### src/rtl/core/utf8_stream_decoder_assert.svh
// ----------------------------------------------------------------------------
// utf8_stream_decoder_assert.svh
// Assertion macros shared by the decoder modules.
// ----------------------------------------------------------------------------
`ifndef UTF8_STREAM_DECODER_ASSERT_SVH
`define UTF8_STREAM_DECODER_ASSERT_SVH

`ifndef NO_ASSERTIONS
// Checked out of reset only.
`define U8SD_ASSERT(lbl, prop, msg) \
    lbl: assert property (@(posedge aclk) disable iff (!aresetn) prop) else $error(msg);
// Checked on every edge, reset included.
`define U8SD_ASSERT_ALWAYS(lbl, prop, msg) \
    lbl: assert property (@(posedge aclk) prop) else $error(msg);
`else
`define U8SD_ASSERT(lbl, prop, msg)
`define U8SD_ASSERT_ALWAYS(lbl, prop, msg)
`endif

`endif

### src/rtl/core/utf8sd_pkg.sv
// ----------------------------------------------------------------------------
// utf8sd_pkg
// Types, constants and lead-byte decode shared by the UTF-8 stream decoder.
// ----------------------------------------------------------------------------
package utf8sd_pkg;

    localparam logic [15:0] REPLACEMENT = 16'hfffd;
    localparam logic [20:0] CODE_LIMIT  = 21'h10000;
    localparam logic [7:0]  ASCII_END   = 8'h80;
    localparam logic [7:0]  LEAD2_FIRST = 8'hc2;
    localparam logic [7:0]  LEAD3_FIRST = 8'he0;
    localparam logic [7:0]  LEAD4_FIRST = 8'hf0;
    localparam logic [7:0]  LEAD_END    = 8'hf5;
    localparam logic [1:0]  CONT_TAG    = 2'b10;

    localparam int FIFO_DEPTH = 4;
    localparam int PTR_W      = $clog2(FIFO_DEPTH);
    localparam int CNT_W      = $clog2(FIFO_DEPTH + 1);

    typedef logic [20:0] part_t;

    typedef struct packed {
        logic        emit;
        logic [15:0] code;
        logic [1:0]  pend;
        part_t       part;
    } lead_t;

    typedef struct packed {
        logic [1:0]  count;
        logic [15:0] code0;
        logic        last0;
        logic [15:0] code1;
    } dec_res_t;

    function automatic lead_t take_lead(input logic [7:0] c);
        lead_t r;
        r.emit = 1'b1;
        r.code = REPLACEMENT;
        r.pend = 2'd0;
        r.part = '0;
        if (c < ASCII_END) begin
            r.code = {8'h00, c};
        end else if (c < LEAD2_FIRST || c >= LEAD_END) begin
            r.code = REPLACEMENT;
        end else if (c < LEAD3_FIRST) begin
            r.emit = 1'b0;
            r.pend = 2'd1;
            r.part = {16'h0000, c[4:0]};
        end else if (c < LEAD4_FIRST) begin
            r.emit = 1'b0;
            r.pend = 2'd2;
            r.part = {17'h00000, c[3:0]};
        end else begin
            r.emit = 1'b0;
            r.pend = 2'd3;
            r.part = {18'h00000, c[2:0]};
        end
        return r;
    endfunction

    function automatic logic [15:0] clip_code(input part_t code);
        return (code < CODE_LIMIT) ? code[15:0] : REPLACEMENT;
    endfunction

endpackage

### src/rtl/core/utf8sd_decode.sv
// ----------------------------------------------------------------------------
// utf8sd_decode
// Sequence state and per-byte decode into zero, one or two results.
// ----------------------------------------------------------------------------
`include "utf8_stream_decoder_assert.svh"

module utf8sd_decode (
    input  logic                aclk,
    input  logic                aresetn,
    input  logic                fire,
    input  logic [7:0]          in_byte,
    output utf8sd_pkg::dec_res_t res
);

    logic [1:0]             bytes_pending_reg, bytes_pending_next;
    utf8sd_pkg::part_t      partial_code_reg, partial_code_next;
    utf8sd_pkg::lead_t      lead;
    utf8sd_pkg::part_t      shifted;

    assign lead    = utf8sd_pkg::take_lead(in_byte);
    assign shifted = {partial_code_reg[14:0], in_byte[5:0]};

    always_comb begin
        bytes_pending_next = bytes_pending_reg;
        partial_code_next  = partial_code_reg;
        res.count = 2'd0;
        res.code0 = lead.code;
        res.last0 = 1'b1;
        res.code1 = lead.code;
        if (bytes_pending_reg == 2'd0) begin
            if (lead.emit) begin
                res.count = 2'd1;
            end else begin
                bytes_pending_next = lead.pend;
                partial_code_next  = lead.part;
            end
        end else if (in_byte == 8'h00) begin
            res.count          = 2'd1;
            res.code0          = utf8sd_pkg::clip_code(partial_code_reg);
            bytes_pending_next = 2'd0;
            partial_code_next  = '0;
        end else if (in_byte[7:6] == utf8sd_pkg::CONT_TAG) begin
            bytes_pending_next = 2'(bytes_pending_reg - 2'd1);
            partial_code_next  = shifted;
            if (bytes_pending_reg == 2'd1) begin
                res.count         = 2'd1;
                res.code0         = utf8sd_pkg::clip_code(shifted);
                partial_code_next = '0;
            end
        end else begin
            res.code0          = utf8sd_pkg::REPLACEMENT;
            bytes_pending_next = lead.emit ? 2'd0 : lead.pend;
            partial_code_next  = lead.emit ? '0 : lead.part;
            if (lead.emit) begin
                res.count = 2'd2;
                res.last0 = 1'b0;
            end else begin
                res.count = 2'd1;
            end
        end
    end

    always_ff @(posedge aclk) begin
        if (!aresetn) begin
            bytes_pending_reg <= 2'd0;
            partial_code_reg  <= '0;
        end else if (fire) begin
            bytes_pending_reg <= bytes_pending_next;
            partial_code_reg  <= partial_code_next;
        end
    end

    `U8SD_ASSERT(a_idle_clear, (bytes_pending_reg != 2'd0 || partial_code_reg == '0), "partial code left over with no sequence open")
    `U8SD_ASSERT(a_pair_first, (res.count == 2'd2 |-> (res.code0 == utf8sd_pkg::REPLACEMENT && !res.last0)), "bad first result of a pair")
    `U8SD_ASSERT(a_hold_state, (!fire |=> ($stable(bytes_pending_reg) && $stable(partial_code_reg))), "state moved without an item")

endmodule

### src/rtl/core/utf8sd_out_fifo.sv
// ----------------------------------------------------------------------------
// utf8sd_out_fifo
// Result queue taking up to two results per cycle, one out per cycle while m_ready is high.
// ----------------------------------------------------------------------------
`include "utf8_stream_decoder_assert.svh"

module utf8sd_out_fifo (
    input  logic                 aclk,
    input  logic                 aresetn,
    input  logic                 push,
    input  utf8sd_pkg::dec_res_t res,
    output logic                 room,
    output logic                 m_valid,
    input  logic                 m_ready,
    output logic [15:0]          m_code_point,
    output logic                 m_last_of_run
);

    localparam int PW = utf8sd_pkg::PTR_W;
    localparam int CW = utf8sd_pkg::CNT_W;

    logic [15:0]   code_reg [utf8sd_pkg::FIFO_DEPTH];
    logic          last_reg [utf8sd_pkg::FIFO_DEPTH];
    logic [PW-1:0] wr_ptr_reg, wr_ptr_next;
    logic [PW-1:0] rd_ptr_reg, rd_ptr_next;
    logic [CW-1:0] count_reg, count_next;
    logic [PW-1:0] wr_ptr_b;
    logic [1:0]    push_cnt;
    logic          pop;

    assign push_cnt = push ? res.count : 2'd0;
    assign pop      = m_valid && m_ready;
    assign wr_ptr_b = PW'(wr_ptr_reg + 1'b1);
    assign room     = count_reg <= CW'(utf8sd_pkg::FIFO_DEPTH - 2);

    assign m_valid       = count_reg != '0;
    assign m_code_point  = code_reg[rd_ptr_reg];
    assign m_last_of_run = last_reg[rd_ptr_reg];

    assign wr_ptr_next = PW'(wr_ptr_reg + PW'(push_cnt));
    assign rd_ptr_next = pop ? PW'(rd_ptr_reg + 1'b1) : rd_ptr_reg;
    assign count_next  = CW'(count_reg + CW'(push_cnt) - CW'(pop));

    always_ff @(posedge aclk) begin
        if (!aresetn) begin
            wr_ptr_reg <= '0;
            rd_ptr_reg <= '0;
            count_reg  <= '0;
        end else begin
            wr_ptr_reg <= wr_ptr_next;
            rd_ptr_reg <= rd_ptr_next;
            count_reg  <= count_next;
        end
    end

    always_ff @(posedge aclk) begin
        if (push_cnt != 2'd0) begin
            code_reg[wr_ptr_reg] <= res.code0;
            last_reg[wr_ptr_reg] <= (push_cnt == 2'd1) ? 1'b1 : res.last0;
        end
        if (push_cnt == 2'd2) begin
            code_reg[wr_ptr_b] <= res.code1;
            last_reg[wr_ptr_b] <= 1'b1;
        end
    end

    `U8SD_ASSERT(a_no_overflow, (count_reg <= CW'(utf8sd_pkg::FIFO_DEPTH)), "result queue overflow")
    `U8SD_ASSERT(a_push_room, (push_cnt != 2'd0 |-> room), "push without room")
    `U8SD_ASSERT(a_count_drop, ((pop && push_cnt == 2'd0) |=> count_reg == CW'($past(count_reg) - 1'b1)), "count did not drop on pop")

endmodule

### src/rtl/core/utf8_stream_decoder.sv
// A byte's results pass through the input register and then the result queue on their way out.
// Throughput: one byte per cycle while the queue has room; a byte may give two results.
// The 4-entry result queue takes a byte whenever it holds two or fewer results.
// Reset: synchronous active-low aresetn closes any open sequence and empties all queues.
// ----------------------------------------------------------------------------
// utf8_stream_decoder
// UTF-8 byte stream to 16-bit code point decoder, top level.
// ----------------------------------------------------------------------------
`include "utf8_stream_decoder_assert.svh"

module utf8_stream_decoder (
    input  logic        aclk,
    input  logic        aresetn,
    input  logic        s_valid,
    output logic        s_ready,
    input  logic [7:0]  s_in_byte,
    output logic        m_valid,
    input  logic        m_ready,
    output logic [15:0] m_code_point,
    output logic        m_last_of_run
);

    logic                 in_valid_reg, in_valid_next;
    logic [7:0]           in_byte_reg;
    logic                 room;
    logic                 fire;
    utf8sd_pkg::dec_res_t res;

    assign fire          = in_valid_reg && room;
    assign s_ready       = !in_valid_reg || fire;
    assign in_valid_next = (s_valid && s_ready) || (in_valid_reg && !fire);

    always_ff @(posedge aclk) begin
        if (!aresetn) begin
            in_valid_reg <= 1'b0;
        end else begin
            in_valid_reg <= in_valid_next;
        end
    end

    always_ff @(posedge aclk) begin
        if (s_valid && s_ready) begin
            in_byte_reg <= s_in_byte;
        end
    end

    utf8sd_decode u_decode (
        .aclk    (aclk),
        .aresetn (aresetn),
        .fire    (fire),
        .in_byte (in_byte_reg),
        .res     (res)
    );

    utf8sd_out_fifo u_out_fifo (
        .aclk          (aclk),
        .aresetn       (aresetn),
        .push          (fire),
        .res           (res),
        .room          (room),
        .m_valid       (m_valid),
        .m_ready       (m_ready),
        .m_code_point  (m_code_point),
        .m_last_of_run (m_last_of_run)
    );

    `U8SD_ASSERT(a_hold_byte, ((in_valid_reg && !fire) |=> (in_valid_reg && $stable(in_byte_reg))), "stalled item lost")
    `U8SD_ASSERT(a_ready_room, ((in_valid_reg && room) |-> s_ready), "ready low with room")

endmodule

### config.mk
export PLATFORM = sky130hd
export DESIGN_NAME = utf8_stream_decoder
export DESIGN_NICKNAME = d
export VERILOG_FILES = /design/src/rtl/core/utf8sd_pkg.sv /design/src/rtl/core/utf8sd_decode.sv /design/src/rtl/core/utf8sd_out_fifo.sv /design/src/rtl/core/utf8_stream_decoder.sv
export VERILOG_INCLUDE_DIRS = /design/src /design/src/rtl/core
export SDC_FILE = /design/constraint.sdc
export NUM_CORES = 1
export LEC_CHECK = 0
export ABC_CLOCK_PERIOD_IN_PS = 6000
export BUFFER_PORTS_ARGS = -buffer_cell sky130_fd_sc_hd__buf_2
export CORE_UTILIZATION = 65
export DETAILED_ROUTE_END_ITERATION = 12
export MAX_ROUTING_LAYER = met4
export PLACE_DENSITY_LB_ADDON = 0.2
export SETUP_SLACK_MARGIN = 0.3
export SYNTH_ARGS = -nofsm -noshare
export SYNTH_HDL_FRONTEND = slang
export SYNTH_SLANG_ARGS = --single-unit
### constraint.sdc
create_clock -name aclk -period 6 [get_ports aclk]
set_clock_uncertainty 0.1 [all_clocks]
set_input_delay 0.9 -clock aclk [delete_from_list [all_inputs] [get_ports aclk]]
set_output_delay 0.9 -clock aclk [all_outputs]
set_load 0.01 [all_outputs]
* After elaboration in Yosys (flattened, before gate mapping)
Memories as Yosys holds them, arrays and structs flattened. A register that Yosys moved wholly into a read port is not among the register bits.
Cells that the tools add are included.
** Word-level totals
- Output and inout port bits :: 19
- Bits in writable memories :: 68
- Memories kept :: 2
- Bits of input ports :: 12
- Register bits after elaboration :: 39
** Memories
- u_out_fifo.code_reg :: words 4, bits a word 16, read ports 1, clocked after Yosys merged registers in 1, write ports 2, line utf8sd_out_fifo.sv:22 : logic [15:0] code_reg [utf8sd_pkg::FIFO_DEPTH];
- u_out_fifo.last_reg :: words 4, bits a word 1, read ports 1, clocked after Yosys merged registers in 1, write ports 2, line utf8sd_out_fifo.sv:23 : logic last_reg [utf8sd_pkg::FIFO_DEPTH];
** Cells by class
- Mux-type cells :: 40
- Magnitude comparators :: 8
- Reduce and logical (&&, ||, !) cells :: 14
- Eq/ne operators :: 5
- Add/sub/neg operators :: 6
** Operators with widths (number)
- $mux W21 :: 6
- $mux W23 :: 3
- $mux W16 :: 3
- $lt A21 B17 Y1 const B :: 2
- $mux W18 :: 2
- $mux W17 :: 2
- $lt A8 B8 Y1 const B :: 4
- $mux W2 :: 12
- $mux W22 :: 1
- $mux W1 :: 11
- $ge A8 B8 Y1 const B :: 1
- $logic_not A8 Y1 :: 1
- $add A2 B1 Y2 const B :: 2
- $eq A2 B1 Y1 const B :: 2
- $eq A2 B2 Y1 const B :: 2
- $logic_and A1 B1 Y1 :: 4
- $add A3 B2 Y3 :: 1
- $le A3 B2 Y1 const B :: 1
- $logic_or A1 B1 Y1 :: 3
- $reduce_bool A3 Y1 :: 1
- $sub A3 B1 Y3 :: 1
- $add A2 B2 Y2 :: 1
- $logic_not A1 Y1 :: 2
- $logic_not A2 Y1 :: 1
- 4 further kinds :: 4

* Depth between registers and ports, before layout
- Depth in word-level cells :: 12
- Gate-level depth with buffers :: 13
- Depth with buffers taken out :: 12

* Hierarchy
Synthesis repeated with hierarchy kept, for this count alone.
** Second synthesis, totals
- Cell total of the unflattened synthesis :: 455
- Area, all modules :: 5795.6 um^2
** Modules (own cells, without submodules)
- utf8sd_out_fifo :: area each 3885.0 um^2, times used 1, cells an instance 226, sequential area each 2182.1 um^2
- utf8sd_decode :: area each 1605.3 um^2, times used 1, cells an instance 215, sequential area each 460.4 um^2
- utf8_stream_decoder :: area each 305.3 um^2, times used 1, cells an instance 14, sequential area each 260.2 um^2

* Worst setup path after synthesis
Ideal clock, no wire load.
- Path kind :: flip-flop to flip-flop
- Start :: register in_byte_reg[3]
- End :: memory u_out_fifo.code_reg[0][0], enable pin
- Slack :: 3.042 ns
- Path buffers :: 1
- Period minus slack after synthesis :: 2.958 ns
- Data arrival time :: 2.467 ns
- Stages on the path, launching flop included :: 8
- Path through :: edfxtp_1 or2_1 or4_1 a31oi_1 o21a_1 buf_2 nor2_1 o21ai_1
** RTL lines
- from (decl) :: line utf8_stream_decoder.sv:24 : logic [7:0] in_byte_reg;
- from (signal assigned) :: line utf8_stream_decoder.sv:43 : in_byte_reg <= s_in_byte;
- to (decl) :: line utf8sd_out_fifo.sv:22

* Worst setup path in the final report
- Start :: register in_byte_reg[7]
- End :: register u_out_fifo.count_reg[2]
** Between the ends
- Cells in the longest elaborated chain, start to end :: 11
- Elaborated cells on any way between the ends :: 16
- Those cells by class :: add/sub (2); order compare (3); eq/ne (1); mux (8); reduce/logical (2)
** RTL lines
- $lt A8 B8 Y1 or $ge A8 B8 Y1 (tied branches) :: line utf8sd_pkg.sv:44 : end else if (c < LEAD2_FIRST || c >= LEAD_END) begin
- $logic_or A1 B1 Y1 :: line utf8sd_pkg.sv:44
- $mux W1 :: line utf8sd_pkg.sv:44
- $mux W1 :: line utf8sd_pkg.sv:42 : if (c < ASCII_END) begin
- $mux W2 :: line utf8sd_decode.sv:54 : if (lead.emit) begin
- $mux W18 :: line utf8sd_decode.sv:42 : end else if (in_byte[7:6] == utf8sd_pkg::CONT_TAG) begin
- $mux W18 :: line utf8sd_decode.sv:37 : end else if (in_byte == 8'h00) begin
- $mux W2 * :: line utf8sd_decode.sv:30 : if (bytes_pending_reg == 2'd0) begin
- $mux W2 * :: line utf8sd_out_fifo.sv:31 : assign push_cnt = push ? res.count : 2'd0;
- $add A3 B2 Y3 * :: line utf8sd_out_fifo.sv:42 : assign count_next = CW'(count_reg + CW'(push_cnt) - CW'(pop));
- $sub A3 B1 Y3 * :: line utf8sd_out_fifo.sv:42
- to (signal assigned) :: line utf8sd_out_fifo.sv:52 : count_reg <= count_next;
- to (decl) :: line utf8sd_out_fifo.sv:26 : logic [CW-1:0] count_reg, count_next;
Every way passes the cells marked *; elsewhere a longest branch is shown, timed or not.
A chain may end at the register's enable or synchronous reset.

==> results.sh <==
export IMPL_clk_path_buf_depth=2
export IMPL_max_stage_delay_ns=0.68
export IMPL_path_delay_family="adder cells"
export IMPL_hp_class="flop to flop"
export IMPL_grt_pass1_wl_mm=18.3
export IMPL_grt_max_degree=29
export IMPL_grt_use_met3_pct=5.89
export IMPL_async_flop_share_pct=0
export IMPL_critPathArrivalTime_ns=3.35
export IMPL_io_buffer_count=30
export IMPL_wire_per_inst_um=20.3
export IMPL_dieWidth_um=90.6
export IMPL_start_util_pct=68.9
export IMPL_ant_nets=0
export IMPL_startpoint_type="flop"
export IMPL_holdBufCountCts=0
export IMPL_yosysMostFrequentCell="edfxtp_1"
export IMPL_ys_seq_area_share_pct=56.9
export IMPL_use_met1_pct=39.1
export IMPL_hold_path_cell_count=2
export IMPL_path_cells="and3b_1 -> a32oi_2 -> o211ai_2 -> nor2_2 -> inv_1 -> ha_1 -> inv_1 -> fa_1 -> xor2_1 -> xnor2_1 -> nor2_1"
export IMPL_relSlewSlack_pct=33.2
export IMPL_worst_r2r_path_depth=11
export IMPL_endpoint_kind="flop"
export IMPL_h_tree_depth=3
export IMPL_synth_avg_cell_area_um2=11.8
export IMPL_cts_buffers=9
export IMPL_synth_common_cells="edfxtp_1 (72), nor2_1 (52), dfxtp_1 (37), nand2_1 (37), a21oi_1 (29)"
export IMPL_final_cell_area_um2=5510
export IMPL_via_count=3613
export IMPL_cp_max_fo=15
export IMPL_synth_area_leaders="edfxtp_1 (42%), dfxtp_1 (15%), mux4_2 (7.5%)"
export IMPL_avgViaCountPerCell=6.45
export IMPL_place_inst=544
export IMPL_syn_nets=451
export IMPL_drive_gt1_share_pct=21.5
export IMPL_syn_area_um2=5100
export IMPL_grt_pass1_vias=3485
export IMPL_clkLatencyLatePin_ns=0.38
export IMPL_synthAdderAreaFrac_pct=1.62
export IMPL_diodes=0
export IMPL_drv_slew=0
export IMPL_stdcell_count=560
export IMPL_synth_top_family_by_area="simple AND/OR/NAND/NOR gates"
export IMPL_cp_slowest_cell="edfxtp_1"
export IMPL_largest_register_ffs=64
export IMPL_cts_tree="built"
export IMPL_drt_pass1_iterations=4
export IMPL_drv_cap=0
export IMPL_fin_tns_setup_ns=0
export IMPL_busiest_layer="met2"
export IMPL_hpwl_mm=7.88
export IMPL_timing_fmax_mhz=312
export IMPL_synth_area_mux_share_pct=7.94
export IMPL_worst_pin_slew_ns=0.998
export IMPL_clock_sinks=109
export IMPL_worst_r2r_setup_slack_ns=2.80
export IMPL_yosys_register_bits=109
export IMPL_drtIter0Drc=275
export IMPL_overflow=0
export IMPL_power_total_mw=1.76
export IMPL_grt_usage_pct=30.3
export IMPL_cp_required_ns=6.15
export IMPL_postCtsSetupRepairBufs=0
export IMPL_path_clk_slew_ns=0.11
export IMPL_synth_top_cell_by_area="edfxtp_1"
export IMPL_synth_edf_count=72
export IMPL_crit_type="flop to flop"
export IMPL_synth_xor_area_share_pct=0.858
export IMPL_clockRootBuffer="clkbuf_8"
export IMPL_ys_types=54
export IMPL_die_area_um2=8210
export IMPL_synth_simple_area_share_pct=15.7
export IMPL_drc=0
export IMPL_hold_viol=0
export IMPL_min_delay_start="u_decode.partial_code_reg[19]"
export IMPL_ys_warn_count=0
export IMPL_p_leak_nw=1.86
export IMPL_r2r_start="in_byte_reg[7]"
export IMPL_rsz0062_at_grt="false"
export IMPL_setup_viol=0
export IMPL_fin_crit_ns=3.20
export IMPL_critPathBufInv=2
export IMPL_die_height_um=90.6
export IMPL_synth_compound_area_share_pct=13.9
export IMPL_synth_top_area_share_pct=42.4
export IMPL_timing_final_crit_share_pct=53.4
export IMPL_syn_to_final_growth_pct=8.04
export IMPL_pre_cts_slack_ns=2.81
export IMPL_io_pins=31
export IMPL_met2_usage_pct=47.9
export IMPL_fp_row_count=31
export IMPL_status="complete, no violations"
export IMPL_antenna_found_initial=0
export IMPL_crit_top_cell="inv_1"
export IMPL_ir_drop_mv=0.212
export IMPL_syn_inst=433
export IMPL_worstReg2RegEnd="u_out_fifo.count_reg[2]"
export IMPL_placed_area_um2=5300
export IMPL_postCtsResizedCells=0
export IMPL_gp_congestion=0.901
export IMPL_synth_ff_type="edfxtp_1"
export IMPL_worst_slack_ns=2.80
export IMPL_wirelength_mm=11.4
export IMPL_min_to="u_decode.partial_code_reg[19]"
export IMPL_fin_nets=474
export IMPL_power_density_nw_per_um2=320
export IMPL_core_area_um2=7410
-- placed cells by master (no fill, tap or decap), types with 4 or more instances in the layout --
cell type,n
buf_2,30
and2_1,6
o21ai_0,6
o21ai_1,7
clkbuf_8,9
nor2_1,52
ha_1,5
mux4_2,17
dfxtp_1,37
a21o_1,4
or3_4,5
nand2_1,37
a21oi_1,29
o211ai_1,4
o21a_2,9
o2bb2ai_1,4
o21a_1,20
o22ai_1,9
edfxtp_1,72
inv_1,11
buf_4,5
nand3_1,26
-- cell type report --
cell class | count | area [um2]
tap | 99 | 124
fill | 507 | 1890
clock buffer | 9 | 124
sequential | 109 | 2900
inverter | 12 | 45.0
timing repair buffer | 35 | 188
multi-input combinational | 289 | 2040
clock inverter | 7 | 87.6
-- how the worst max path moves through the flow --
stage | start | cells past startpoint | slack (ns) | endpoint
final | in_byte_reg[7] | 11 | 2.80 | u_out_fifo.count_reg[2]
after global routing | in_byte_reg[7] | 11 | 2.60 | u_out_fifo.count_reg[2]
after CTS | in_byte_reg[7] | 11 | 2.80 | u_out_fifo.count_reg[2]
after detailed placement | in_byte_reg[7] | 11 | 2.81 | u_out_fifo.count_reg[2]
after global placement | in_byte_reg[7] | 11 | 2.90 | u_out_fifo.count_reg[2]
after floorplan | in_byte_reg[3] | 7 | 3.04 | u_out_fifo.code_reg[0][0]
-- worst reg2reg max path, delay by kind of cell (launching register included) --
kind / cells / cell delay (ns)
AND/OR/NAND/NOR: 3 / 0.67
XOR/XNOR: 2 / 0.30
adder cells (fa/ha/maj): 2 / 0.71
flip-flops: 1 / 0.68
buffers and inverters: 2 / 0.19
AO/OA/AOI/OAI: 2 / 0.42
-- where the power goes --
part | internal (mW) | switching (mW)
clock | 0.203 | 0.264
sequential | 0.858 | 0.0449
combinational | 0.185 | 0.209
-- per-layer routing --
layer  vias to the layer above  wire length [um]
li1                       1655                 -
met1                      1766              4760
met2                       164              5500
met3                        28               816
met4                         0               283
met5                         -                 0
-- kinds of logic after synthesis --
kind of cell	after synthesis
xor+xnor	5
flops	109
simple gates	156
buf+inv	35
mux	18
compound gates	104
fa+ha+maj	6
-- per-stage QoR --
stage / hold WS [ns] / util [%]
after floorplan: 0.326 / -
after global routing: 0.383 / 74.4
after detailed placement: 0.343 / 71.6
after CTS: 0.358 / 74.4
after global placement: 0.338 / 71.6
final: 0.357 / 74.4
Power figures use the tool's default switching activity.
